**config.mk**
```make
export PLATFORM = sky130hd
export DESIGN_NAME = sac_rand
export DESIGN_NICKNAME = d
export VERILOG_FILES = /design/src/sac_pkg.sv /design/src/sac_rand.sv
export SDC_FILE = /design/constraint.sdc
export NUM_CORES = 1
export LEC_CHECK = 0
export BUFFER_PORTS_ARGS = -buffer_cell sky130_fd_sc_hd__buf_2
export CORE_MARGIN = 3
export CORE_UTILIZATION = 25
export DETAILED_ROUTE_END_ITERATION = 6
export PLACE_DENSITY = 0.43
export SKIP_LAST_GASP = 1
export SYNTH_ARGS = -nofsm -noshare
export SYNTH_HDL_FRONTEND = slang
export SYNTH_SLANG_ARGS = --single-unit
```
**constraint.sdc**
```tcl
create_clock -name clk -period 15.8 [get_ports clk]
set_input_delay 3.16 -clock clk [delete_from_list [all_inputs] [get_ports clk]]
set_output_delay 3.16 -clock clk [all_outputs]
set_load 0.01 [all_outputs]
```
**src/sac_pkg.sv**
```systemverilog
// Shared types, constants and register codes of the set-associative cache tag directory.
package sac_pkg;

  localparam int ADDR_W     = 64;
  localparam int TAG_W      = 64;
  localparam int CNT_W      = 32;
  localparam int IDX_RAW_W  = 16;
  localparam int CFG_IDX_W  = 3;
  localparam int CFG_DATA_W = 32;
  localparam int OUT_DATA_W = 232;

  localparam int SETS_DEF     = 1024;
  localparam int WAYS_DEF     = 8;
  localparam int AGE_BITS_DEF = 16;

  localparam logic [CFG_IDX_W-1:0] REG_POLICY = 3'd0;
  localparam logic [CFG_IDX_W-1:0] REG_OFFSET = 3'd1;
  localparam logic [CFG_IDX_W-1:0] REG_INDEX  = 3'd2;
  localparam logic [CFG_IDX_W-1:0] REG_WAYS   = 3'd3;
  localparam logic [CFG_IDX_W-1:0] REG_SEED   = 3'd4;

  localparam logic POLICY_LRU  = 1'b0;
  localparam logic POLICY_RAND = 1'b1;
  localparam logic CMD_WRITE   = 1'b1;

  localparam logic [31:0] LFSR_TAPS  = 32'h8020_0003;
  localparam logic [31:0] LFSR_RESET = 32'd1;

  typedef struct packed {
    logic fire;
    logic is_write;
    logic hit;
  } stat_upd_t;

  typedef struct packed {
    logic [CNT_W-1:0] write_miss;
    logic [CNT_W-1:0] read_miss;
    logic [CNT_W-1:0] miss;
    logic [CNT_W-1:0] hits;
    logic [CNT_W-1:0] writes;
    logic [CNT_W-1:0] reads;
    logic [CNT_W-1:0] accesses;
  } stats_t;

endpackage

```
**src/sac_rand.sv**
```systemverilog
// Replacement LFSR and the remainder of its value by the ways in use, one byte a cycle.
module sac_rand
  import sac_pkg::*;
(
  input  logic        clk,
  input  logic        rst,
  input  logic        seed_load,
  input  logic [31:0] seed,
  input  logic        step,
  input  logic [3:0]  ways,
  output logic        done,
  output logic [2:0]  rem
);

  logic [31:0] lfsr;
  logic [31:0] lfsr_adv;
  logic [31:0] work;
  logic [3:0]  r;
  logic [3:0]  r_next;
  logic [1:0]  cnt;
  logic        busy;

  assign lfsr_adv = lfsr[0] ? ((lfsr >> 1) ^ LFSR_TAPS) : (lfsr >> 1);
  assign rem      = r[2:0];

  always_comb begin
    r_next = r;
    for (int k = 0; k < 8; k++) begin
      r_next = {r_next[2:0], work[31-k]};
      if (r_next >= ways) begin
        r_next = r_next - ways;
      end
    end
  end

  always_ff @(posedge clk) begin
    if (rst) begin
      lfsr <= LFSR_RESET;
      busy <= 1'b0;
      done <= 1'b0;
      cnt  <= '0;
    end else begin
      done <= 1'b0;
      if (seed_load) begin
        lfsr <= (seed == '0) ? LFSR_RESET : seed;
      end
      if (step) begin
        lfsr <= lfsr_adv;
        busy <= 1'b1;
        cnt  <= '0;
      end else if (busy) begin
        cnt <= cnt + 2'd1;
        if (cnt == 2'd3) begin
          busy <= 1'b0;
          done <= 1'b1;
        end
      end
    end
  end

  always_ff @(posedge clk) begin
    if (step) begin
      work <= lfsr_adv;
      r    <= '0;
    end else if (busy) begin
      work <= work << 8;
      r    <= r_next;
    end
  end

endmodule

```
; Yosys cells after proc, flatten, opt, wreduce, memory -nomap -nowiden
; Cells that the tools add are included.
[classes]
addsub = 9
n_mul = 0
div = 0
order_cmp = 8
n_eq_ne = 1
n_shift = 0
n_mux = 18
n_bitwise = 2
reduce_logical = 5
[op_table]
columns = operator, count
row1 = 32-bit 2-to-1 mux, 6
row2 = 4-bit greater-or-equal comparator, 8
row3 = 32-bit zero test, 1
row4 = 3-bit 2-to-1 mux, 8
row5 = 3-bit subtractor, 8
row6 = 1-bit 2-to-1 mux, 4
row7 = 3-bit inverter with 4-bit output, 1
row8 = 2-bit nonzero test, 2
row9 = 3-bit OR reduction, 1
row10 = "2-bit by 1-bit adder with 2-bit output, second input constant", 1
row11 = "2-bit equality test, second input constant", 1
row12 = 2-bit OR reduction, 1
row13 = 1-bit inverter, 1
[totals]
regBits = 71
latchBits = 0
ramBits = 0
romBits = 0
in_bits = 40
elab_cells = 49
memories = 0

; Longest topological paths before layout
[logic_depth]
word_depth = 16
mapped_depth = 51
depth_no_buf = 51

; Worst setup path after synthesis
; No wires, ideal clock.
[synth_timing]
path_kind = input -> register
start = input ways[1]
end = register r[1]
setup_ps = 132
t_arrival_ps = 12602
required_ps = 15668
path_slack_ps = 3066
cell_stages = 44
cell_sequence = inv_1 fa_1 a21o_1 a21o_1 a21oi_2 mux2_2 inv_1 ha_1 a21bo_2 a21o_1 a21oi_4 mux2_4 inv_1 ha_1 a21bo_1 a21o_1 a211o_1 o21ai_0 (+8 left out) a21bo_2 a21o_1 a21oi_4 mux2_4 fa_1 o211ai_1 a21boi_0 inv_1 fa_1 a21boi_0 o21ai_2 mux2i_1 fa_1 a21oi_1 o21ai_0 nand2b_1 o211ai_1 a21oi_1
[synth_via]
elab_chain_cells = 16
[synth_lines]
columns = item, line_no
row1 = "start, declared", sac_rand.sv:10  ; input logic [3:0] ways,
row2 = 4-bit greater-or-equal comparator / 3-bit subtractor (equally long branches), "sac_rand.sv:30, sac_rand.sv:31"
row3 = 3-bit 2-to-1 mux, sac_rand.sv:30  ; if (r_next >= ways) begin
row4 = 4-bit greater-or-equal comparator / 3-bit subtractor (equally long branches), "sac_rand.sv:30, sac_rand.sv:31"
row5 = 3-bit 2-to-1 mux, sac_rand.sv:30
row6 = 4-bit greater-or-equal comparator / 3-bit subtractor (equally long branches), "sac_rand.sv:30, sac_rand.sv:31"
row7 = 3-bit 2-to-1 mux, sac_rand.sv:30
row8 = 4-bit greater-or-equal comparator / 3-bit subtractor (equally long branches), "sac_rand.sv:30, sac_rand.sv:31"
row9 = 3-bit 2-to-1 mux, sac_rand.sv:30
row10 = 4-bit greater-or-equal comparator / 3-bit subtractor (equally long branches), "sac_rand.sv:30, sac_rand.sv:31"
row11 = 3-bit 2-to-1 mux, sac_rand.sv:30
row12 = 4-bit greater-or-equal comparator / 3-bit subtractor (equally long branches), "sac_rand.sv:30, sac_rand.sv:31"
row13 = 3-bit 2-to-1 mux, sac_rand.sv:30
row14 = 4-bit greater-or-equal comparator / 3-bit subtractor (equally long branches), "sac_rand.sv:30, sac_rand.sv:31"
row15 = 3-bit 2-to-1 mux, sac_rand.sv:30
row16 = 4-bit greater-or-equal comparator / 3-bit subtractor (equally long branches), "sac_rand.sv:30, sac_rand.sv:31"
row17 = 3-bit 2-to-1 mux (*), sac_rand.sv:30
row18 = "end signal, assigned", sac_rand.sv:67  ; r <= r_next;
row19 = "end, declared", sac_rand.sv:18  ; logic [3:0] r;
; Every way passes the cells marked *; elsewhere a longest branch is shown, timed or not.
; A chain may end at the register's enable or synchronous reset.

; Worst setup path in the final report
; Same ends and word-level chain as after synthesis.

==> impl_metrics.json <==
{
  "grt.total_usage_pct": 10.7,
  "endpoint_kind": "flop",
  "critPathMaxFanout": 10,
  "relSlewSlack_pct": 34.0,
  "fin_worst_skew_ns": 0.00483,
  "syn-num-nets": 514,
  "final_max_slew_viol_count": 0,
  "synth-seq-area-share_pct": 39.8,
  "fin_crit_sh_pct": 87.6,
  "ys_warn_count": 0,
  "drt-initial-drc-count": 135,
  "arrival_ns": 14.01,
  "p_leak_nw": 2.19,
  "wl_per_cell_um": 14.3,
  "drt_wl_total_mm": 9.90,
  "async_flop_share_pct": 0,
  "min_delay_path_depth": 2,
  "grt_setup_unrepaired": "false",
  "hp-class": "flop to flop",
  "ys.flop_type": "dfxtp_1",
  "rr_worst_depth": 46,
  "clk_pin_slew_worst_paths_ns": 0.05,
  "ys_seq_elements": 71,
  "layout-drive-gt1-share_pct": 20.5,
  "hp-start": "lfsr[31]$_SDFFE_PP0P_",
  "overflow": 0,
  "cts_buffers": 9,
  "dp_hpwl_mm": 7.12,
  "synthesis.area_um2": 4370,
  "ir_drop_mv": 0.190,
  "wl_met1_mm": 4.76,
  "finalSetupViolations": 0,
  "period_minus_slack_ns": 13.84,
  "synth_area_leaders": "edfxtp_1 22%, dfxtp_1 18%, ha_1 9.4%, mux2i_1 8.5%, mux2_2 6.7%",
  "timing.setup.tns_ns": 0,
  "ys_top_cells_by_count": "74 x nor2_1, 39 x dfxtp_1, 37 x mux2i_1, 33 x a21oi_1, 33 x ha_1",
  "dieWidth_um": 138,
  "die_h_um": 138,
  "postRouteAntennaNets": 0,
  "io_buffers": 43,
  "drc_errors": 0,
  "reg2reg_from": "work[31]$_DFFE_PP_",
  "wl_met2_mm": 4.66,
  "hold_ws_ns": 0.510,
  "path_class": "input port to flop",
  "timing.rr.end": "r[1]$_SDFFE_PP0P_",
  "yosysTopAreaCell": "edfxtp_1",
  "clock.fmax_mhz": 72.2,
  "core_um2": 16800,
  "nets": 549,
  "clkLatencyLatePin_ns": 0.33,
  "viasPerCell": 4.51,
  "max_cap_violations": 0,
  "diodes": 0,
  "io_pins": 44,
  "top_layer": "met4",
  "dieArea_um2": 19100,
  "start_kind": "input port",
  "max_stage_delay_ns": 0.53,
  "finalHoldViolCount": 0,
  "grt_pass1_vias": 3211,
  "vias": 3123,
  "ys_types": 45,
  "wl_met3_um": 341,
  "netlist_instances": 433,
  "rows": 47,
  "status": "finished clean",
  "worst_slew_pin_slew_ns": 0.990,
  "critPathSlowestCell": "fa_1",
  "rrSetupSlack_ns": 4.87,
  "required_ns": 15.97,
  "cts_tree": "yes",
  "gp_congestion": 0.794,
  "antenna_found_initial": 0,
  "cts-resized-gates": 0,
  "syn_area_per_cell_um2": 10.1,
  "numClockSinks": 71,
  "postCtsHoldBufs": 0,
  "yosysTopAreaCellShare_pct": 22.0,
  "grt_max_degree": 98,
  "post_cts_buffers": 0,
  "start_util_pct": 26.0,
  "cts_buffer_depth": 2,
  "grt_first_pass_wirelength_mm": 16.6,
  "synth.most_common_cell": "nor2_1",
  "syn2layout_area_growth_pct": 15.7,
  "power_density_nw_per_um2": 240,
  "drt_first_pass_iters": 4,
  "htree_levels": 3,
  "synth_edf_count": 32,
  "cts_root_buffer": "clkbuf_16",
  "min_to": "lfsr[30]$_SDFFE_PP0P_"
}
-- layout by cell type, fill, tap and decap left out, drive strengths merged, types with 3 or more instances in the layout --
cell / n
edfxtp: 32
nand2: 11
ha: 33
dfxtp: 39
buf: 45
a21oi: 38
clkinv: 5
nor2b: 3
a21bo: 4
nand2b: 5
nor4: 8
a21boi: 3
and2: 11
o211ai: 6
o21ai: 7
nor3: 4
clkbuf: 11
mux2: 28
a21o: 6
mux2i: 37
xnor2: 6
fa: 8
xor2: 5
inv: 23
nor2: 74
-- worst max-delay path: cells and delay by family --
family / cells / cell delay (ns)
buffers and inverters: 7 / 1.00
muxes: 5 / 1.85
and+or+nand+nor: 1 / 0.11
adders and majority gates: 8 / 2.85
AOI/OAI and AO/OA: 24 / 5.04
-- logic make-up (layout without fill, tap and decap cells) --
logic type	count (synthesis)	in the layout	share of synthesized area, %
AOI/OAI and AO/OA	80	80	12.8
xor gates and xnor gates	11	11	2.20
adders and majority gates	41	41	13.1
buffers and inverters	44	84	3.89
DFF	71	71	39.8
muxes	65	65	15.9
and+or+nand+nor	121	121	12.3
-- through the flow --
| step | utilization [%] | cell area [um^2] | power [mW] | setup slack, ns | std cells |
|---|---|---|---|---|---|
| floorplan | - | 4370 | 0.880 | 3.07 | 433 |
| global placement | 28.5 | 4790 | 1.01 | 1.79 | 677 |
| detailed placement | 28.5 | 4790 | 1.03 | 1.59 | 677 |
| CTS | 30.1 | 5060 | 1.22 | 1.93 | 693 |
| global route | 30.1 | 5060 | 1.35 | 0.927 | 693 |
| finish | 30.1 | 5060 | 1.22 | 1.96 | 693 |
-- cell type report --
| class | count | area (um^2) |
|---|---|---|
| clock buffer | 11 | 243 |
| clock inverter | 5 | 23.8 |
| fill | 1816 | 11800 |
| inverter | 23 | 86.3 |
| multi-input combinational | 318 | 2460 |
| sequential | 71 | 1740 |
| tap | 220 | 275 |
| timing repair buffer | 45 | 230 |
-- worst max-delay path by stage --
stage                        from           endpoint  slack, ns  cells after the start
after floorplan           ways[1]  r[1]$_SDFFE_PP0P_       3.07                     44
after global placement    ways[1]  r[1]$_SDFFE_PP0P_       1.79                     47
after detailed placement  ways[1]  r[1]$_SDFFE_PP0P_       1.59                     45
after CTS                 ways[1]  r[1]$_SDFFE_PP0P_       1.93                     45
after global routing      ways[1]  r[0]$_SDFFE_PP0P_       0.93                     49
final                     ways[1]  r[1]$_SDFFE_PP0P_       1.96                     45
-- state kept, by name, indices dropped and copies added (netlist names) --
register and cells:
cnt 2, lfsr 32, r 3, done 1, busy 1, work 32
-- routing by layer --
layer,track usage (%),vias to the layer above
met5,0,-
li1,-,1599
met2,17.3,48
met4,3.59,0
met3,2.14,11
met1,14.3,1465
-- where the power goes --
| group | internal, mW | switching [mW] | total [mW] |
|---|---|---|---|
| sequential | 0.211 | 0.00988 | 0.221 |
| clock | 0.109 | 0.0736 | 0.182 |
| combinational | 0.355 | 0.458 | 0.813 |
Power figures use the tool's default switching activity.
