--- src/sac_pkg.sv ---
// Shared types, constants and register codes of the set-associative cache tag directory.
package sac_pkg;

  localparam int ADDR_W     = 64;
  localparam int TAG_W      = 64;
  localparam int CNT_W      = 32;
  localparam int IDX_RAW_W  = 16;
  localparam int CFG_IDX_W  = 3;
  localparam int CFG_DATA_W = 32;
  localparam int OUT_DATA_W = 232;

  localparam int SETS_DEF     = 1024;
  localparam int WAYS_DEF     = 8;
  localparam int AGE_BITS_DEF = 16;

  localparam logic [CFG_IDX_W-1:0] REG_POLICY = 3'd0;
  localparam logic [CFG_IDX_W-1:0] REG_OFFSET = 3'd1;
  localparam logic [CFG_IDX_W-1:0] REG_INDEX  = 3'd2;
  localparam logic [CFG_IDX_W-1:0] REG_WAYS   = 3'd3;
  localparam logic [CFG_IDX_W-1:0] REG_SEED   = 3'd4;

  localparam logic POLICY_LRU  = 1'b0;
  localparam logic POLICY_RAND = 1'b1;
  localparam logic CMD_WRITE   = 1'b1;

  localparam logic [31:0] LFSR_TAPS  = 32'h8020_0003;
  localparam logic [31:0] LFSR_RESET = 32'd1;

  typedef struct packed {
    logic fire;
    logic is_write;
    logic hit;
  } stat_upd_t;

  typedef struct packed {
    logic [CNT_W-1:0] write_miss;
    logic [CNT_W-1:0] read_miss;
    logic [CNT_W-1:0] miss;
    logic [CNT_W-1:0] hits;
    logic [CNT_W-1:0] writes;
    logic [CNT_W-1:0] reads;
    logic [CNT_W-1:0] accesses;
  } stats_t;

endpackage

--- src/sac_set_map.sv ---
// Address split into tag and set index, with the set index reduced modulo the built sets.
module sac_set_map
  import sac_pkg::*;
#(
  parameter int SETS = SETS_DEF,
  localparam int SET_W = (SETS > 1) ? $clog2(SETS) : 1
) (
  input  logic              clk,
  input  logic              rst,
  input  logic              start,
  input  logic [ADDR_W-1:0] addr,
  input  logic [3:0]        offset_bits,
  input  logic [3:0]        index_bits,
  output logic              done,
  output logic [SET_W-1:0]  set_idx,
  output logic [TAG_W-1:0]  tag
);

  localparam logic [32:0] RECIP  = 33'((64'd1 << 32) / SETS);
  localparam logic [16:0] SETS_V = 17'(SETS);

  logic [2:0]           vld;
  logic [ADDR_W-1:0]    shifted;
  logic [IDX_RAW_W-1:0] mask;
  logic [4:0]           shamt;
  logic [IDX_RAW_W-1:0] idx_raw;
  logic [IDX_RAW_W-1:0] idx_s1;
  logic [IDX_RAW_W-1:0] idx_s2;
  logic [48:0]          prod1;
  logic [32:0]          prod2;
  logic [IDX_RAW_W-1:0] rem0;
  logic [IDX_RAW_W-1:0] rem1;

  assign shifted = addr >> offset_bits;
  assign mask    = (IDX_RAW_W'(1) << index_bits) - IDX_RAW_W'(1);
  assign shamt   = {1'b0, offset_bits} + {1'b0, index_bits};

  always_comb begin
    rem0 = idx_s2 - prod2[IDX_RAW_W-1:0];
    if ({1'b0, rem0} >= SETS_V) begin
      rem1 = rem0 - SETS_V[IDX_RAW_W-1:0];
    end else begin
      rem1 = rem0;
    end
  end

  always_ff @(posedge clk) begin
    if (start) begin
      idx_raw <= shifted[IDX_RAW_W-1:0] & mask;
      tag     <= addr >> shamt;
    end
    prod1   <= {33'd0, idx_raw} * {16'd0, RECIP};
    idx_s1  <= idx_raw;
    prod2   <= {17'd0, prod1[47:32]} * {16'd0, SETS_V};
    idx_s2  <= idx_s1;
    set_idx <= rem1[SET_W-1:0];
  end

  always_ff @(posedge clk) begin
    if (rst) begin
      vld  <= '0;
      done <= 1'b0;
    end else begin
      vld  <= {vld[1:0], start};
      done <= vld[2];
    end
  end

endmodule

--- config.mk ---
export PLATFORM = sky130hd
export DESIGN_NAME = sac_set_map
export DESIGN_NICKNAME = d
export VERILOG_FILES = /design/src/sac_pkg.sv /design/src/sac_set_map.sv
export SDC_FILE = /design/constraint.sdc
export NUM_CORES = 1
export LEC_CHECK = 0
export BUFFER_PORTS_ARGS = -buffer_cell sky130_fd_sc_hd__clkbuf_2
export CELL_PAD_IN_SITES_DETAIL_PLACEMENT = 0
export CELL_PAD_IN_SITES_GLOBAL_PLACEMENT = 2
export CORE_AREA = 2 2 162 164
export CTS_CLUSTER_SIZE = 12
export DETAILED_ROUTE_END_ITERATION = 10
export DIE_AREA = 0 0 164 166
export PLACE_DENSITY = 0.71
export SLEW_MARGIN = 20
export SYNTH_ARGS = -nofsm -noshare
export SYNTH_HDL_FRONTEND = slang
export SYNTH_SLANG_ARGS = --single-unit
--- constraint.sdc ---
create_clock -name clk -period 2.9 [get_ports clk]
set_input_delay 0.29 -clock clk [delete_from_list [all_inputs] [get_ports clk]]
set_output_delay 0.29 -clock clk [all_outputs]
set_load 0.1 [all_outputs]
**After elaboration in Yosys (flattened, before gate mapping)**

Index checks and enable logic that the tools add are counted.

- Input bits: 75
- Flip-flop bits (word level): 132
- Logic and storage cells: 18
- Output and inout bits: 75

- Shift operators: 3
- Order comparisons: 1
- Add/sub/neg operators: 4
- Bitwise operators: 1
- Multiplexer cells: 1

Operators by type and width:

| kind | number |
|---|---|
| $shr A64 B4 Y16 | 1 |
| $shr A64 B5 Y64 | 1 |
| $and A16 B16 Y16 | 1 |
| $ge A16 B11 Y1 const B | 1 |
| $shl A1 B4 Y16 const A | 1 |
| $sub A16 B16 Y16 | 1 |
| $sub A16 B2 Y16 const B | 1 |
| $mux W10 | 1 |
| $sub A10 B1 Y10 const B | 1 |
| $add A4 B4 Y5 | 1 |

**Depth between registers and ports, before layout**

Gate-level depths: netlist of the first run.

- Depth in word-level cells: 3
- Gate-level depth with buffers: 12
- Mapped depth without buffers: 8

**Worst setup path before layout of the first run**

OpenSTA, ideal clock, no wires.

- Path kind: input-to-reg
- Start: input port index_bits[1]
- End: register tag[3] (data pin)
- Required time: 2628 ps
- Path buffers: 5
- Setup time: 272 ps
- Slack: -176 ps
- Cell stages on the path: 12
- Arrival: 2805 ps
- Path through: clkbuf_1 inv_1 fa_1 buf_2 buf_2 buf_2 buf_2 mux2i_1 mux2i_1 o221ai_1 a2bb2oi_1 o211ai_1

- Cells in the longest elaborated chain, start to end: 2

Ends and longest elaborated chain:

| element | line | text |
|---|---|---|
| from (decl) | sac_set_map.sv:13 | `input logic [3:0] index_bits,` |
| $add A4 B4 Y5 | sac_set_map.sv:36 | `assign shamt = {1'b0, offset_bits} + {1'b0, index_bits};` |
| $shr A64 B5 Y64 | sac_set_map.sv:50 | `tag <= addr >> shamt;` |
| to (signal assigned) | sac_set_map.sv:50 |  |
| to (decl) | sac_set_map.sv:16 | `output logic [TAG_W-1:0] tag` |

Every way passes these cells.
A chain may end at the register's enable or synchronous reset.

**Final worst setup path of the first run**

- Start: input port offset_bits[0]
- End: register tag[14] (data pin)

- Cells in the longest elaborated chain, start to end: 2

Ends and longest elaborated chain:

| element | line | text |
|---|---|---|
| from (decl) | sac_set_map.sv:12 | `input logic [3:0] offset_bits,` |
| $add A4 B4 Y5 | sac_set_map.sv:36 |  |
| $shr A64 B5 Y64 | sac_set_map.sv:50 |  |

Every way passes these cells.

==> results of run 1 <==
==> final cells by class <==
cell class | count | area [sq um] | share of cell area (%)
flip-flops and latches | 108 | 2903 | 28.77
multi-input cells | 479 | 4669 | 46.29
clock buffers | 10 | 250.2 | 2.480
repair buffers | 264 | 1758 | 17.43
well taps | 335 | 419.2 | 4.155
inverters | 6 | 22.52 | 0.2232
clock inverters | 6 | 66.31 | 0.6573
==> cells by family after synthesis <==
kind of cell,count (synthesis),share of synthesized area [%]
muxes,237,38.49
AOI/OAI and AO/OA,121,10.75
and+or+nand+nor,112,6.992
DFF,108,38.71
buffers and inverters,59,3.404
adders and majority gates,6,1.101
xor gates and xnor gates,3,0.5508
==> cells in the mapped netlist, types with 2 or more instances <==
master | number | area, sq um
nor2_1 | 29 | 108.9
nand2_1 | 31 | 116.4
ha_1 | 5 | 62.56
a2bb2oi_1 | 3 | 26.28
nor2b_1 | 10 | 62.56
dfxtp_1 | 34 | 680.7
edfxtp_1 | 74 | 2222
a22oi_1 | 12 | 90.09
mux2i_1 | 123 | 1231
o221ai_1 | 3 | 26.28
o21a_1 | 3 | 22.52
a221oi_1 | 6 | 52.55
or3_1 | 3 | 18.77
a222oi_1 | 5 | 50.05
o21ai_1 | 3 | 15.01
nand3_1 | 8 | 40.04
o22ai_1 | 17 | 106.4
clkbuf_1 | 28 | 105.1
buf_2 | 18 | 90.09
o2bb2ai_1 | 2 | 17.52
nor3_1 | 16 | 80.08
mux2_2 | 81 | 912.1
a211oi_1 | 7 | 52.55
a221o_1 | 2 | 20.02
a21o_1 | 2 | 15.01
buf_4 | 3 | 22.52
inv_1 | 5 | 18.77
o21ai_0 | 25 | 125.1
buf_1 | 4 | 15.01
o211ai_1 | 6 | 45.04
and2_1 | 8 | 50.05
a21oi_1 | 21 | 105.1
mux4_2 | 33 | 743.2
nor4_1 | 2 | 12.51
==> per-stage QoR <==
step	setup WS (ns)	utilization (%)	cell area [sq um]	cells	power (mW)
after global routing	-0.02145	39.38	10090	1208	8.068
after CTS	-0.004307	38.07	9753	1205	7.570
after floorplan	0.009947	-	7512	646	5.081
after detailed placement	-0.4064	36.67	9393	1187	6.258
final	0.04501	39.38	10090	1208	7.726
after global placement	-0.3986	36.65	9389	1187	6.261
==> worst max path at each step <==
stage                               from  endpoint  slack (ns)
after floorplan            index_bits[1]    tag[5]        0.01
after global placement    offset_bits[0]   tag[10]       -0.40
after CTS                 offset_bits[0]   tag[12]      -0.004
after global routing      offset_bits[0]   tag[10]       -0.02
final                     offset_bits[0]   tag[14]        0.05
after detailed placement  offset_bits[0]    tag[5]       -0.41
==> timing repair <==
item / CTS / global route
buffers inserted: 2 / 2
gates cloned: 0 / 1
pin swaps: 0 / 2
gates resized for setup: 5 / 76
setup endpoints to repair: 12 / 45
==> placed cells by master, fill, tap and decap left out, drive strengths merged, types with 2 or more instances in the layout <==
| cell | Yosys | routed |
|---|---|---|
| clkbuf | 28 | 157 |
| mux2i | 123 | 123 |
| buf | 25 | 117 |
| mux2 | 81 | 81 |
| edfxtp | 74 | 74 |
| dfxtp | 34 | 34 |
| mux4 | 33 | 33 |
| nand2 | 31 | 31 |
| nor2 | 29 | 29 |
| o21ai | 28 | 28 |
| a21oi | 21 | 21 |
| o22ai | 17 | 17 |
| nor3 | 16 | 16 |
| a22oi | 12 | 12 |
| nor2b | 10 | 10 |
| inv | 6 | 10 |
| nand3 | 8 | 8 |
| and2 | 8 | 8 |
| a211oi | 7 | 7 |
| o211ai | 6 | 6 |
| a221oi | 6 | 6 |
| a222oi | 5 | 5 |
| ha | 5 | 5 |
| a2bb2oi | 3 | 3 |
| or3 | 3 | 3 |
| o21a | 3 | 3 |
| o221ai | 3 | 3 |
| a21o | 2 | 2 |
| a221o | 2 | 2 |
| o2bb2ai | 2 | 2 |
| nor4 | 2 | 2 |
| xnor2 | 2 | 2 |
==> worst max-delay path: stages <==
cell     delay (ns)
buf_4          0.10
ha_4           0.15
inv_1          0.05
fa_4           0.78
buf_12         0.14
buf_8          0.13
mux2_2         0.36
mux2_4         0.28
mux4_2         0.50
nand2_1        0.08
o21ai_0        0.08
==> where the power goes <==
group | internal, mW | total, mW | switching (mW)
Sequential | 2.00 | 2.10 | 0.104
Combinational | 1.40 | 4.34 | 2.94
Clock | 0.698 | 1.28 | 0.584
Total | 4.10 | 7.73 | 3.63
==> routing by layer <==
metal  vias to the layer above  track usage (%)
met5                         -                0
met4                         0            3.166
met3                        13            1.923
met2                       170            26.67
met1                      2997            25.93
li1                       2968                -
==> sequential cells by signal, summed over array words and instances (netlist names) <==
name / count
tag: 64
idx_raw: 10
idx_s2: 10
prod1: 10
set_idx: 10
vld: 3
done: 1
==> impl_metrics.env, run 1 <==
export IMPL_r2r_slack_ns=2.39
export IMPL_die_area_sq_mm=0.02722
export IMPL_wl_um=23590
export IMPL_io_pins=150
export IMPL_tightest_slew_ns=0.7722
export IMPL_core_rowCount=59
export IMPL_worst_path_max_fanout=7
export IMPL_grt_pass1_vias=6097
export IMPL_whs_ns=0.1527
export IMPL_ant_nets=0
export IMPL_avgSynthCellArea_sq_um=11.61
export IMPL_worstPathRequired_ns=2.99
export IMPL_place_hpwl_um=19150
export IMPL_setup_violations=0
export IMPL_dr_pass1_iters=7
export IMPL_drive_above_1_share_pct=50.17
export IMPL_core_area_sq_mm=0.02562
export IMPL_hold_end="done"
export IMPL_synth_edf_count=74
export IMPL_syn_nets=727
export IMPL_start_util_pct=29.27
export IMPL_arrival_ns=2.94
export IMPL_synth_seq_area_share_pct=38.71
export IMPL_met1_length_um=11470
export IMPL_grt_overflow=0
export IMPL_final_nets=949
export IMPL_die_w_um=164
export IMPL_area_delta_synth_final_pct=34.54
export IMPL_ctsHoldBuffers=0
export IMPL_gp_congestion=0.8450
export IMPL_synth_distinct_cells=48
export IMPL_drv_slew=0
export IMPL_dr_wl_met3_um=1081
export IMPL_max_freq_mhz=350.3
export IMPL_r2r_end="vld[1]"
export IMPL_p_per_area_mw_per_mm2=765.9
export IMPL_cts_root_buffer="clkbuf_16"
export IMPL_port_buffers=149
export IMPL_n_antenna_cell=0
export IMPL_vias_per_cell=5.089
export IMPL_antenna_found_initial=0
export IMPL_synth_main_ff_cell="edfxtp_1"
export IMPL_fin_setup_tns_ns=0
export IMPL_rsz0062_at_grt="true"
export IMPL_hold_path_class="input port to register"
export IMPL_post_route_period_util_pct=98.45
export IMPL_highest_layer="met4"
export IMPL_hold_start="rst"
export IMPL_cts_buffers=9
export IMPL_routedWlPerCell_um=19.53
export IMPL_cts_sinks=108
export IMPL_cts_tree="done"
export IMPL_criticalPathCategory="input port to register"
export IMPL_start_kind="input port"
export IMPL_grt_pass1_wl_um=36000
export IMPL_mappedNetlistArea_sq_mm=0.007498
export IMPL_dr_total_vias=6148
export IMPL_cts_max_level=3
export IMPL_outcome="finished, final reports clean"
export IMPL_grt_max_degree=28
export IMPL_cap_violations=0
export IMPL_final_fill_count=2527
export IMPL_grt_usage_pct=17.19
export IMPL_drc=0
export IMPL_synthCells=646
export IMPL_drtIter0Drc=464
export IMPL_critPathCaptureType="register"
export IMPL_hold_viol_final=0
export IMPL_ys_async_sr_fraction_pct=0
export IMPL_r2r_start="vld[0]"
export IMPL_yosysWarnings=0
export IMPL_p_leak_nw=4.230
export IMPL_vdd_drop_max_uv=473.7
export IMPL_hold_path_depth=2
export IMPL_fin_crit_ns=2.855
export IMPL_insertion_delay_ns=0.34
export IMPL_r2r_cells=1
export IMPL_ys_ff_latch=108
export IMPL_max_slew_margin_pct=48.52
export IMPL_path_clk_slew_ns=0.08
export IMPL_cts_buffer_depth=2
export IMPL_worst_clock_skew_ns=0.01095
export IMPL_die_h_um=166
export IMPL_met2WireLength_um=10850
No activity file was read; power rests on OpenSTA's default activity.
==> run 2: changes to the inputs <==
--- a/config.mk
+++ b/config.mk
@@ -13,6 +13,7 @@
 export DETAILED_ROUTE_END_ITERATION = 10
 export DIE_AREA = 0 0 164 166
 export PLACE_DENSITY = 0.71
+export REMOVE_ABC_BUFFERS = 1
 export SLEW_MARGIN = 20
 export SYNTH_ARGS = -nofsm -noshare
 export SYNTH_HDL_FRONTEND = slang
==> impl_metrics.env, run 2 (synthesis gave the netlist of run 1 again) <==
export IMPL_fin_util_pct=39.12
export IMPL_arrival_ns=2.97
export IMPL_p_leak_nw=4.233
export IMPL_wl_um=25270
export IMPL_area_delta_synth_final_pct=33.64
export IMPL_hold_path_class="input port to register"
export IMPL_critPathCaptureType="register"
export IMPL_mostFrequentLayoutCell="clkbuf_2"
export IMPL_whs_ns=0.1199
export IMPL_drive_above_1_share_pct=49.72
export IMPL_post_route_period_util_pct=98.64
export IMPL_insertion_delay_ns=0.37
export IMPL_max_slew_margin_pct=28.00
export IMPL_worstPathRequired_ns=3.01
export IMPL_gp_congestion=0.8917
export IMPL_cp_slowest_cell="fa_4"
export IMPL_grt_usage_pct=18.38
export IMPL_largest_reg_flops=64
export IMPL_cts_sinks=108
export IMPL_stdcell_count=1220
export IMPL_cts_buffers=9
export IMPL_criticalPathCategory="input port to register"
export IMPL_r2r_cells=1
export IMPL_mostFrequentLayoutCells="147 x clkbuf_2, 116 x buf_4, 108 x mux2i_1, 74 x edfxtp_1, 73 x mux2_2"
export IMPL_port_buffers=149
export IMPL_cts_max_level=3
export IMPL_worst_path_max_fanout=15
export IMPL_drc=0
export IMPL_r2r_slack_ns=2.37
export IMPL_die_w_um=164
export IMPL_dp_cells=1200
export IMPL_core_area_sq_mm=0.02562
export IMPL_grt_overflow=0
export IMPL_cts_root_buffer="clkbuf_16"
export IMPL_core_rowCount=59
export IMPL_drv_slew=0
export IMPL_regMostFlops="tag"
export IMPL_hold_path_depth=2
export IMPL_cts_tree="done"
export IMPL_dr_total_vias=6324
export IMPL_grt_pass1_wl_um=37870
export IMPL_hold_end="vld[0]"
export IMPL_n_antenna_cell=0
export IMPL_slowest_delay_ns=0.87
export IMPL_hold_viol_final=0
export IMPL_grt_pass1_vias=6275
export IMPL_start_util_pct=29.27
export IMPL_start_kind="input port"
export IMPL_grt_max_degree=76
export IMPL_final_nets=961
export IMPL_die_h_um=166
export IMPL_rsz0062_at_grt="true"
export IMPL_antenna_found_initial=0
export IMPL_setup_slack_ns=0.03957
export IMPL_routedWlPerCell_um=20.71
export IMPL_critPathTopFamily="multiplexers"
export IMPL_place_hpwl_um=19530
export IMPL_drtIter0Drc=480
export IMPL_placement_setup_worst_slack_ns=-0.3912
export IMPL_cap_violations=0
export IMPL_path_clk_slew_ns=0.09
export IMPL_r2r_start="vld[0]"
export IMPL_ant_nets=0
export IMPL_vias_per_cell=5.184
export IMPL_cts_buffer_depth=2
export IMPL_p_per_area_mw_per_mm2=773.8
export IMPL_max_freq_mhz=349.6
export IMPL_tightest_slew_ns=1.080
export IMPL_hold_start="rst"
export IMPL_worst_clock_skew_ns=0.02073
export IMPL_dr_pass1_iters=5
export IMPL_outcome="finished, final reports clean"
export IMPL_setup_violations=0
export IMPL_io_pins=150
export IMPL_fin_crit_ns=2.860
export IMPL_cp_num_buf_inv=3
export IMPL_path_cells="clkbuf_2 > ha_4 > inv_2 > fa_4 > buf_12 > mux2_2 > mux2_2 > mux4_2 > nand2_1 > o221ai_2"
export IMPL_vdd_drop_max_uv=377.5
export IMPL_die_area_sq_mm=0.02722
export IMPL_crit_top_cell="mux2_2"
export IMPL_r2r_end="vld[1]"
==> run 2: metal layers <==
layer	track usage, %	share of wire [%]	vias up
li1	-	-	3001
met1	27.20	48	3124
met2	28.88	46	186
met3	2.248	4.8	13
met4	3.585	1.0	0
met5	0	0	-
==> run 2: worst max-delay path by stage <==
stage / start / end / slack, ns / cells past startpoint
2_1_floorplan: offset_bits[0] / tag[18] / -1.48 / 8
3_3_place_gp: index_bits[0] / tag[1] / -0.38 / 10
3_5_place_dp: index_bits[0] / tag[26] / -0.39 / 10
4_1_cts: index_bits[0] / tag[4] / 0.008 / 10
5_1_grt: offset_bits[0] / tag[33] / -0.06 / 12
6_report: offset_bits[0] / tag[26] / 0.04 / 10
==> run 2: per-stage QoR <==
stage / TNS (ns) / total power [mW] / area [sq um]
after global placement: -15.28 / 6.340 / 9520
after detailed placement: -15.94 / 6.336 / 9525
after global routing: -0.2698 / 8.085 / 10020
after CTS: 0 / 7.682 / 9837
after floorplan: -76.53 / 5.048 / 7266
final: 0 / 7.754 / 10020
==> run 2: where the power goes <==
group          total, mW  switching (mW)  internal, mW
Sequential          2.09          0.0898          2.00
Clock               1.32           0.698         0.620
Combinational       4.35            2.95          1.40
Total               7.75            3.74          4.02
==> run 2: layout make-up <==
cell class                      instances  area, sq um
Clock buffer                            9        225.2
Inverter                                6        22.52
Clock inverter                          7        76.32
Multi-Input combinational cell        479         4529
Timing Repair Buffer                  276         1846
Fill cell                            2533        15600
Sequential cell                       108         2903
Tap cell                              335        419.2
==> run 2: what timing repair did <==
action / CTS / global route
endpoints found under the hold margin: 0 / 0
buffers inserted: 0 / 3
setup endpoints to repair: 1 / 36
hold buffers: 0 / 0
pin swaps: 0 / 2
gates resized for setup: 2 / 38
cloned: 0 / 1
