==> src/sac_pkg.sv <==
// Shared types, constants and register codes of the set-associative cache tag directory.
package sac_pkg;

  localparam int ADDR_W     = 64;
  localparam int TAG_W      = 64;
  localparam int CNT_W      = 32;
  localparam int IDX_RAW_W  = 16;
  localparam int CFG_IDX_W  = 3;
  localparam int CFG_DATA_W = 32;
  localparam int OUT_DATA_W = 232;

  localparam int SETS_DEF     = 1024;
  localparam int WAYS_DEF     = 8;
  localparam int AGE_BITS_DEF = 16;

  localparam logic [CFG_IDX_W-1:0] REG_POLICY = 3'd0;
  localparam logic [CFG_IDX_W-1:0] REG_OFFSET = 3'd1;
  localparam logic [CFG_IDX_W-1:0] REG_INDEX  = 3'd2;
  localparam logic [CFG_IDX_W-1:0] REG_WAYS   = 3'd3;
  localparam logic [CFG_IDX_W-1:0] REG_SEED   = 3'd4;

  localparam logic POLICY_LRU  = 1'b0;
  localparam logic POLICY_RAND = 1'b1;
  localparam logic CMD_WRITE   = 1'b1;

  localparam logic [31:0] LFSR_TAPS  = 32'h8020_0003;
  localparam logic [31:0] LFSR_RESET = 32'd1;

  typedef struct packed {
    logic fire;
    logic is_write;
    logic hit;
  } stat_upd_t;

  typedef struct packed {
    logic [CNT_W-1:0] write_miss;
    logic [CNT_W-1:0] read_miss;
    logic [CNT_W-1:0] miss;
    logic [CNT_W-1:0] hits;
    logic [CNT_W-1:0] writes;
    logic [CNT_W-1:0] reads;
    logic [CNT_W-1:0] accesses;
  } stats_t;

endpackage

==> src/sac_stats.sv <==
// Saturating access, read, write, hit and miss counters.
module sac_stats
  import sac_pkg::*;
(
  input  logic      clk,
  input  logic      rst,
  input  stat_upd_t upd,
  output stats_t    stats
);

  function automatic logic [CNT_W-1:0] sat_inc(input logic [CNT_W-1:0] v);
    sat_inc = (v == '1) ? v : v + CNT_W'(1);
  endfunction

  always_ff @(posedge clk) begin
    if (rst) begin
      stats <= '0;
    end else if (upd.fire) begin
      stats.accesses <= sat_inc(stats.accesses);
      if (upd.is_write) begin
        stats.writes <= sat_inc(stats.writes);
      end else begin
        stats.reads <= sat_inc(stats.reads);
      end
      if (upd.hit) begin
        stats.hits <= sat_inc(stats.hits);
      end else begin
        stats.miss <= sat_inc(stats.miss);
        if (upd.is_write) begin
          stats.write_miss <= sat_inc(stats.write_miss);
        end else begin
          stats.read_miss <= sat_inc(stats.read_miss);
        end
      end
    end
  end

endmodule

==> config.mk <==
export PLATFORM = sky130hd
export DESIGN_NAME = sac_stats
export DESIGN_NICKNAME = d
export VERILOG_FILES = /design/src/sac_pkg.sv /design/src/sac_stats.sv
export SDC_FILE = /design/constraint.sdc
export NUM_CORES = 1
export LEC_CHECK = 0
export BUFFER_PORTS_ARGS = -buffer_cell sky130_fd_sc_hd__buf_2
export CAP_MARGIN = 20
export CORE_ASPECT_RATIO = 0.9
export CORE_MARGIN = 2
export CORE_UTILIZATION = 53
export CTS_CLUSTER_DIAMETER = 30
export DETAILED_ROUTE_END_ITERATION = 12
export PLACE_DENSITY = 0.77
export SLEW_MARGIN = 30
export SYNTH_ARGS = -nofsm -noshare
export SYNTH_HDL_FRONTEND = slang
export SYNTH_SLANG_ARGS = --single-unit
==> constraint.sdc <==
create_clock -name clk -period 7.9 [get_ports clk]
set_input_delay 1.975 -clock clk [delete_from_list [all_inputs] [get_ports clk]]
set_output_delay 1.975 -clock clk [all_outputs]
set_load 0.02 [all_outputs]
Word-level counts from Yosys, hierarchy flattened
Index checks and enable logic that the tools add are counted.
{"block": "totals", "in_bits": 5, "register_bits": 224}
{"block": "classes", "n_addsub": 7, "n_bitwise": 9, "n_reduce_logical": 7, "eq_ne": 7}
{"op": "$add A32 B1 Y32 const B", "count": 7}
{"op": "$eq A32 B32 Y1 const B", "count": 7}
{"op": "$reduce_and A3 Y1", "count": 4}
{"op": "$not A1 Y1", "count": 9}
{"op": "$reduce_and A4 Y1", "count": 2}
{"op": "$reduce_and A2 Y1", "count": 1}

Depth between registers and ports, before layout
Gate-level depths: netlist of run 1.
{"block": "depth", "ltp_word": 3, "ltp_mapped": 9}

Worst setup path after synthesis of run 1
OpenSTA, ideal clock, no wires.
{"block": "synth_timing", "path_kind": "input to register", "from": "in upd[0] (netlist bit)", "to": "reg stats[158] (netlist bit)", "path_slack_ns": 4.045, "setup_time_ns": 0.070, "t_arrival_ns": 3.785, "t_required_ns": 7.830, "path_stages": 6, "path_cell_list": "buf_6 -> nand3b_4 -> or4_4 -> or3_1 -> or4_1 -> a21oi_1"}
{"block": "synth_via", "elab_chain_len": 2}
{"element": "start, declared", "line_no": "sac_stats.sv:7", "rtl": "input stat_upd_t upd,"}
{"element": "$not A1 Y1 (no line)"}
{"element": "$reduce_and A3 Y1 (no line)"}
{"element": "end, declared", "line_no": "sac_stats.sv:8", "rtl": "output stats_t stats"}
No other way between the ends.
A chain may end at the register's enable or synchronous reset.

Worst setup path after layout of run 1
{"block": "layout_timing", "from": "in upd[2] (netlist bit)", "to": "reg stats[30] (netlist bit)"}
{"block": "layout_via", "elab_chain_len": 1}
{"element": "$reduce_and A2 Y1 (no line)"}
No other way between the ends.

==> flow_summary.toml, run 1 <==
[grt]
track_usage_pct = 26.43
antenna_found_initial = 0
busiest_layer = "met2"
use_met3_pct = 5.743
grt_util_met1_pct = 35.58
grt_pass1_vias = 10660
met2_usage_pct = 42.22
grt_max_degree = 150
grt_pass1_wl_um = 51740
gr-total-overflow = 0

[yosys]
yosys_warnings = 0
ys_ff_latch = 224
syn_avg_cell_area_um2 = 8.208
synth_top_area_cell = "dfxtp_1"
synthArstFlopShare_pct = 0
yosys-top-cells-count = "dfxtp_1, a21oi_1, nor2_1, nand2_1, nand3_1"
synth_edf_count = 0
synthesis.nets = 1415
synth_top_area_share_pct = 38.94
synth_cell_types = 59
seq_area_frac_synth_pct = 38.94
synthTopCellsByArea = "dfxtp_1, a21oi_1, nor2_1, or3_1, or4_1"
synth_ff_type = "dfxtp_1"
netlist_area_um2 = 11520
synth.most_common_cell = "dfxtp_1"
synthCells = 1403

[clock_tree]
clockRootBuffer = "clkbuf_16"
cts_tree = "built"
cts_sinks = 224
h-tree-depth = 2
holdBufCountCts = 0
cts_resized = 0
post_cts_buffers = 0
clkTransAtPathRegs_ps = 50
clk_latency_ps = 540
cts_made_buffers = 50
clockBufferDepth = 3

[sta]
timing.hold.ws_ps = 492.6
setup_violations = 0
timing.final.crit_share_pct = 47.71
worstMarginPinSlew_ps = 962.1
hold_viol_final = 0
max_slew_margin_pct = 35.70
setup_tns_ps = 0
max_freq_mhz = 265.3
rsz0062_at_grt = "no"
fin_crit_ps = 3769
skew_ps = 19.34
drv_slew = 0

[worst_setup_path]
slowest_delay_ps = 550
reg2reg_depth = 7
reg2reg_to = "stats[109]"
crit_fanout = 22
path_cells = "buf_2 -> inv_1 -> or3_1 -> a211oi_2 -> or4b_1 -> a21oi_1"
cp.arrival_ps = 4220
cp-start-kind = "input pin"
r2r_start = "stats[96]"
setup.worst_path.class = "in2reg"
rrSetupSlack_ps = 4820
crit_slowest_cell = "a211oi_2"
worstSetupEndpointType = "register"
required_ps = 8350

[finish]
fillers = 1820
insertedDiodeCount = 0
largest_reg_flops = 224
top_regs = "stats x224"
regMostFlops = "stats"
final_layout_size_suffix_gt1_share_pct = 22.96
fin_nets = 1629
syn_to_final_growth_pct = 26.03

[power_and_ir_drop]
p_leak_uw = 0.005353
seqPwrFrac_pct = 35.0
netSwitchingFraction_pct = 21.75
powerDensity_nw_per_um2 = 225.2
p_comb_share_pct = 1.8
clockPowerShare_pct = 63.2
ir_drop_uv = 149.6
p_int_uw = 2558
p_sw_uw = 711.1

[placement]
port_buffers = 228
dp_hpwl_um = 20760
gp_congestion = 0.8708

[hold_path]
hold_path_end = "stats[55]"
min_from = "stats[55]"
hp-class = "reg2reg"
min_path_cells = 2

[floorplan]
core_area_um2 = 21500
rows = 51
dieArea_um2 = 22930
pin_count = 229
die_height_um = 143.8
initial_core_util_pct = 53.55
die_w_um = 159.4

[route]
wire_per_inst_um = 16.33
wirelength_um = 31780
routed_via_density = 6.063
drt_pass1_iterations = 5
drcViolationCount = 0
via_count = 11800
ant_nets = 0
drtIter0Drc = 881

[status]
status = "finished clean"

[job]
maxCapViolations = 0
-- stage by stage --
stage | instances | cell area, um^2 | setup slack (ps) | utilization (%) | power, uW
floorplan | 1403 | 11520 | 4045 | - | 1207
global placement | 1856 | 12790 | 3678 | 59.46 | 1223
detailed placement | 1856 | 12800 | 3633 | 59.52 | 1224
CTS | 1946 | 14500 | 4173 | 67.42 | 3293
global route | 1946 | 14510 | 3968 | 67.49 | 3354
finish | 1946 | 14510 | 4131 | 67.49 | 3269
-- power by group through the flow --
| stage | combinational [uW] | sequential (uW) | clock [uW] |
|---|---|---|---|
| final | 60.0 | 1140 | 2070 |
| after global routing | 66.0 | 1140 | 2150 |
| after CTS | 59.9 | 1140 | 2090 |
| after detailed placement | 59.1 | 1160 | 0 |
| after global placement | 58.3 | 1160 | 0 |
| after floorplan | 38.7 | 1170 | 0 |
-- per-layer routing --
| layer | wire (um) | vias to the layer above |
|---|---|---|
| met1 | 14030 | 5586 |
| met4 | 686 | 0 |
| met5 | 0 | - |
| met2 | 14670 | 429 |
| li1 | - | 5721 |
| met3 | 2397 | 63 |
-- critical path: cells and delay by family --
| family | cells | cell delay, ps |
|---|---|---|
| AND/OR/NAND/NOR | 2 | 960 |
| AO/OA/AOI/OAI | 2 | 700 |
| buffers and inverters | 2 | 580 |
-- cell type report --
cell class / count / area (um^2) / area share [%]
clock buffer: 57 / 1297 / 8.940
clock inverter: 33 / 401.6 / 2.767
inverter: 28 / 105.1 / 0.7241
multi-input combinational: 1080 / 6664 / 45.91
sequential: 224 / 4484 / 30.90
tap: 291 / 364.1 / 2.509
timing repair buffer: 233 / 1197 / 8.250
-- cell families (layout without fill, tap and decap cells) --
kind of cell | Yosys count | count (layout) | synth area share (%)
xor gates and xnor gates | 56 | 56 | 4.259
adders and majority gates | 7 | 7 | 0.7605
muxes | 34 | 34 | 3.292
AOI/OAI and AO/OA | 305 | 305 | 15.86
buffers and inverters | 99 | 351 | 3.488
DFF | 224 | 224 | 38.94
and+or+nand+nor | 678 | 678 | 33.40
-- worst max path at each step --
stage          slack, ps   start         end
6_report            4130  upd[2]   stats[30]
5_1_grt             3970  upd[2]   stats[30]
4_1_cts             4170  upd[2]  stats[159]
3_5_place_dp        3630  upd[2]   stats[30]
3_3_place_gp        3680  upd[2]  stats[158]
2_1_floorplan       4050  upd[0]  stats[158]
-- placed cells by master, fill, tap and decap left out, drive strengths merged, types with 26 or more instances in the layout --
cell type  synthesis  layout
mux2              31      31
buf               15     233
inv               28      30
o21ai             70      70
nand4             70      70
dfxtp            224     224
nor2b             26      26
xnor2             48      48
and4              27      27
nor4              41      41
nand2             88      88
a21oi            132     132
nand3             77      77
clkbuf            56      57
o31ai             54      54
or3               72      72
nor2             130     130
or4               57      57
No activity file was read; power rests on OpenSTA's default activity.
==> run 2, diff against run 1 <==
CORE_UTILIZATION = 50   (was 53)
PLACE_DENSITY = 0.76   (was 0.77)
clock period = 3.37 ns   (was 7.9 ns; I/O delays follow)
==> run 2 against run 1 <==
Net effect:
- die area is 5.8% higher
- critical path depth grew 1
- sequential share of layout area is 0.37 points lower
- via count rose by 1.4%
- total power rose by 140%
- global-route usage fell by 1.0 points
- wire length grew 1.3%
- clock-buffer cell count grew 3
- clock power up 140%
- sequential cell count stayed put
- critical path type is now reg2reg
- register-to-register slack got worse by 4100 ps
- hold slack is essentially flat
==> flow_summary.toml, run 2 (synthesized netlist as in run 1, its figures left out) <==
[status]
status = "finished clean"

[sta]
setup_violations = 0
max_slew_margin_pct = 42.32
timing.final.crit_share_pct = 77.97
worstMarginPinSlew_ps = 851.8
hold_viol_final = 0
max_freq_mhz = 380.6
skew_ps = 11.86
drv_slew = 0
fin_crit_ps = 2628
setup_tns_ps = 0
rsz0062_at_grt = "no"

[worst_setup_path]
reg2reg_to = "stats[109]"
required_ps = 3790
worstSetupEndpointType = "register"
cp.arrival_ps = 3050
slowest_delay_ps = 640
path_cells = "ha_1 -> nand3_1 -> or4_1 -> nor4_4 -> buf_4 -> nand3b_1 -> mux2_2"
crit_slowest_cell = "or4_1"
r2r_start = "stats[97]"
setup.worst_path.class = "reg2reg"
crit_fanout = 13
path_delay_family = "simple AND/OR/NAND/NOR gates"
critPathBufInv = 1
reg2reg_depth = 7
cp-start-kind = "register"
rrSetupSlack_ps = 740

[clock_tree]
cts_sinks = 224
holdBufCountCts = 0
clockBufferDepth = 3
clkTransAtPathRegs_ps = 50
cts_tree = "built"
post_cts_buffers = 0
cts_made_buffers = 48
clk_latency_ps = 530
clockRootBuffer = "clkbuf_16"
h-tree-depth = 2
cts_resized = 0

[hold_path]
hp-class = "reg2reg"
min_from = "stats[191]"
min_path_cells = 2
hold_path_end = "stats[191]"

[finish]
final_util_pct = 65.06
largest_reg_flops = 224
top_regs = "stats x224"
final_common_cell = "buf_2"
insertedDiodeCount = 0
fin_nets = 1648
final_area_um2 = 14690
regMostFlops = "stats"
most-common-layout-cells = "buf_2, dfxtp_1, a21oi_1"
final_layout_size_suffix_gt1_share_pct = 23.64
syn_to_final_growth_pct = 27.55
fillers = 1906

[grt]
grt_max_degree = 91
track_usage_pct = 25.40
grt_pass1_vias = 10700
grt_pass1_wl_um = 52110
gr-total-overflow = 0
antenna_found_initial = 0

[placement]
dpl_cell_area_um2 = 12970
gp_congestion = 0.8667
port_buffers = 228
dp_hpwl_um = 21920

[route]
via_count = 11970
wire_per_inst_um = 16.32
routed_via_density = 6.068
wirelength_um = 32180
drtIter0Drc = 835
drcViolationCount = 0
ant_nets = 0
drt_pass1_iterations = 6

[floorplan]
die_height_um = 148.0
rows = 52
dieArea_um2 = 24260
initial_core_util_pct = 51.01
core_area_um2 = 22580
pin_count = 229
die_w_um = 164.0

[power_and_ir_drop]
powerDensity_nw_per_um2 = 528.8
p_leak_uw = 0.005470
ir_drop_uv = 422.4

[job]
maxCapViolations = 0
==> run 2: power breakdown <==
part	internal [uW]	switching, uW	total (uW)
sequential	2670	14.1	2680
clock	3440	1500	4940
combinational	41.4	109	150
total	6150	1620	7770
==> run 2: final cells by class <==
class / instances / area [um^2] / share of cell area, %
clock buffer: 60 / 1318 / 8.969
clock inverter: 29 / 394.1 / 2.683
inverter: 28 / 105.1 / 0.7155
multi-input combinational: 1080 / 6649 / 45.26
sequential: 224 / 4484 / 30.53
tap: 297 / 371.6 / 2.530
timing repair buffer: 254 / 1368 / 9.310
==> run 2: routing by layer <==
metal	GRT usage [%]	vias up	part of all wire [%]
li1	-	5786	-
met1	34.26	5674	44
met2	40.36	436	46
met3	5.051	70	7.2
met4	9.211	0	2.5
met5	0	-	0
==> run 2: worst max path at each step <==
stage              start         end  slack (ps)  depth (start not counted)
4_1_cts        stats[96]  stats[109]         740                          7
2_1_floorplan     upd[0]  stats[158]         650                          6
3_3_place_gp      upd[0]  stats[223]         450                          6
5_1_grt        stats[40]   stats[56]         640                          5
6_report       stats[97]  stats[109]         740                          7
3_5_place_dp      upd[0]  stats[223]         430                          6
==> run 2: tightest hold or removal path, delay by kind of cell, from the launching register on <==
family	cells	cell delay, ps
flops	1	320
compound gates	2	120
==> run 2: per-stage QoR <==
step	instances	hold WS [ps]	worst slack, ps	power, uW
floorplan	1403	559.3	647.8	2830
global placement	1883	473.9	449.7	2875
detailed placement	1883	484.0	433.4	2879
global route	1972	521.7	641.2	7967
finish	1972	492.4	742.4	7768
CTS	1972	493.6	740.7	7827
==> run 3, diff against run 2 <==
clock period = 2.4 ns   (was 3.37 ns; I/O delays follow)
==> run 3 against run 2 <==
Net effect:
- hold slack better by 10 ps
- utilization up 2.8 points
- non-clock buffer count rose by 64
- global-route usage increased by 0.99 points
- clock skew up 1.4 ps
- sequential power up 40%
- via count is 1.6% higher
- die area did not move
- register-to-register slack worse by 590 ps
- largest cell class unchanged
- highest routed layer unchanged
==> flow_summary.toml, run 3 (synthesized netlist as in run 1, its figures left out) <==
[status]
status = "finished clean"

[sta]
drv_slew = 0
setup_tns_ps = 0
max_freq_mhz = 444.3
worstMarginPinSlew_ps = 560.7
timing.final.crit_share_pct = 93.77
hold_viol_final = 0
fin_crit_ps = 2251
skew_ps = 13.27
setup_violations = 0
rsz0062_at_grt = "no"
max_slew_margin_pct = 61.66

[finish]
top_regs = "stats x224"
fillers = 1828
syn_to_final_growth_pct = 33.01
regMostFlops = "stats"
final_util_pct = 67.85
fin_nets = 1713
final_common_cell = "buf_2"
largest_reg_flops = 224
stdcell_count = 2036
most-common-layout-cells = "buf_2, dfxtp_1, a21oi_1"
final_layout_size_suffix_gt1_share_pct = 26.74
insertedDiodeCount = 0

[route]
drtIter0Drc = 1120
ant_nets = 0
drt_pass1_iterations = 5
wire_per_inst_um = 16.24
drcViolationCount = 0
routed_via_density = 5.971
wirelength_um = 33060
via_count = 12160

[floorplan]
die_height_um = 148.0
core_area_um2 = 22580
dieArea_um2 = 24260
initial_core_util_pct = 51.01
pin_count = 229
rows = 52
die_w_um = 164.0

[worst_setup_path]
critPathBufInv = 0
cp-start-kind = "register"
worstSetupEndpointType = "register"
path_cells = "nand4_1 -> or3_1 -> a211oi_2 -> or4b_1 -> a21oi_1"
slowest_delay_ps = 500
setup.worst_path.class = "reg2reg"
crit_slowest_cell = "or3_1"
required_ps = 2850
path_delay_family = "simple AND/OR/NAND/NOR gates"
cp.arrival_ps = 2700
crit_fanout = 7

[power_and_ir_drop]
seqPwrFrac_pct = 33.6
clockPowerShare_pct = 64.2
netSwitchingFraction_pct = 20.87
p_int_uw = 8861
p_sw_uw = 2337
p_comb_share_pct = 2.3
p_leak_uw = 0.005837
powerDensity_nw_per_um2 = 731.0
ir_drop_uv = 821.6

[clock_tree]
clockRootBuffer = "clkbuf_16"
post_cts_buffers = 0
clkTransAtPathRegs_ps = 50
cts_tree = "built"
clk_latency_ps = 530
clockBufferDepth = 3
cts_made_buffers = 49
cts_resized = 0
h-tree-depth = 2
holdBufCountCts = 0
cts_sinks = 224

[job]
maxCapViolations = 0

[placement]
dp.cells = 1946
gp_congestion = 0.8874
port_buffers = 228
dp_hpwl_um = 22870

[grt]
grt_max_degree = 61
gr-total-overflow = 0
grt_pass1_wl_um = 54010
antenna_found_initial = 0
track_usage_pct = 26.38
grt_pass1_vias = 11040

[hold_path]
hp-class = "reg2reg"
-- run 3: cell count changes in the layout (fill, tap and decap cells not counted), moves of 2 or more --
cell,previous run,this run
buf_12,2,7
buf_4,24,82
clkbuf_1,6,3
clkbuf_8,5,10
clkinv_2,12,6
clkinv_4,1,7
dfxtp_1,224,222
dfxtp_2,0,2
inv_6,2,0
-- run 3: area by class of cell --
type,instances,area (um^2),share of cell area (%)
clock buffer,62,1386,9.051
clock inverter,27,407.9,2.663
inverter,28,105.1,0.6862
multi-input combinational,1080,6649,43.41
sequential,224,4487,29.29
tap,297,371.6,2.426
timing repair buffer,318,1911,12.47
-- run 3: path summary, 6_finish.rpt --
| check | cells past startpoint | endpoint | start | slack (ps) |
|---|---|---|---|---|
| setup / recovery | 5 | stats[30] | stats[2] | 150 |
| hold / removal | 2 | stats[59] | stats[59] | 500 |
| setup reg to reg | 5 | stats[30] | stats[2] | 150 |
| hold reg to reg | 2 | stats[59] | stats[59] | 500 |
-- run 3: power by group through the flow --
stage	registers (uW)	logic (uW)	clock network (uW)
after floorplan	3850	128	0
after global placement	3830	247	0
after detailed placement	3830	253	0
after CTS	3760	255	7270
after global routing	3760	279	7450
final	3760	255	7180
-- run 3: stage by stage --
stage / area [um^2] / power, uW / hold WS, ps / worst slack (ps)
after floorplan: 11520 / 3975 / 530.6 / 44.56
after global placement: 13510 / 4073 / 471.2 / 29.18
after detailed placement: 13510 / 4080 / 494.7 / -38.57
after CTS: 15300 / 11280 / 504.0 / 12.88
after global routing: 15320 / 11490 / 532.8 / 39.60
final: 15320 / 11200 / 502.9 / 149.4
-- run 3: layer usage --
metal  part of all wire [%]  track usage, %  vias up  wire (um)
li1                       -               -     5909          -
met1                     45           36.17     5795      14940
met2                     45           41.37      401      14990
met3                    7.8           6.790       51       2567
met4                    1.7           6.930        0        566
met5                      0               0        -          0
-- run 3: tightest hold or removal path, cell delays in order (launching register included) --
cell,delay [ps]
dfxtp_1,320
o21ai_0,70
a21oi_1,60
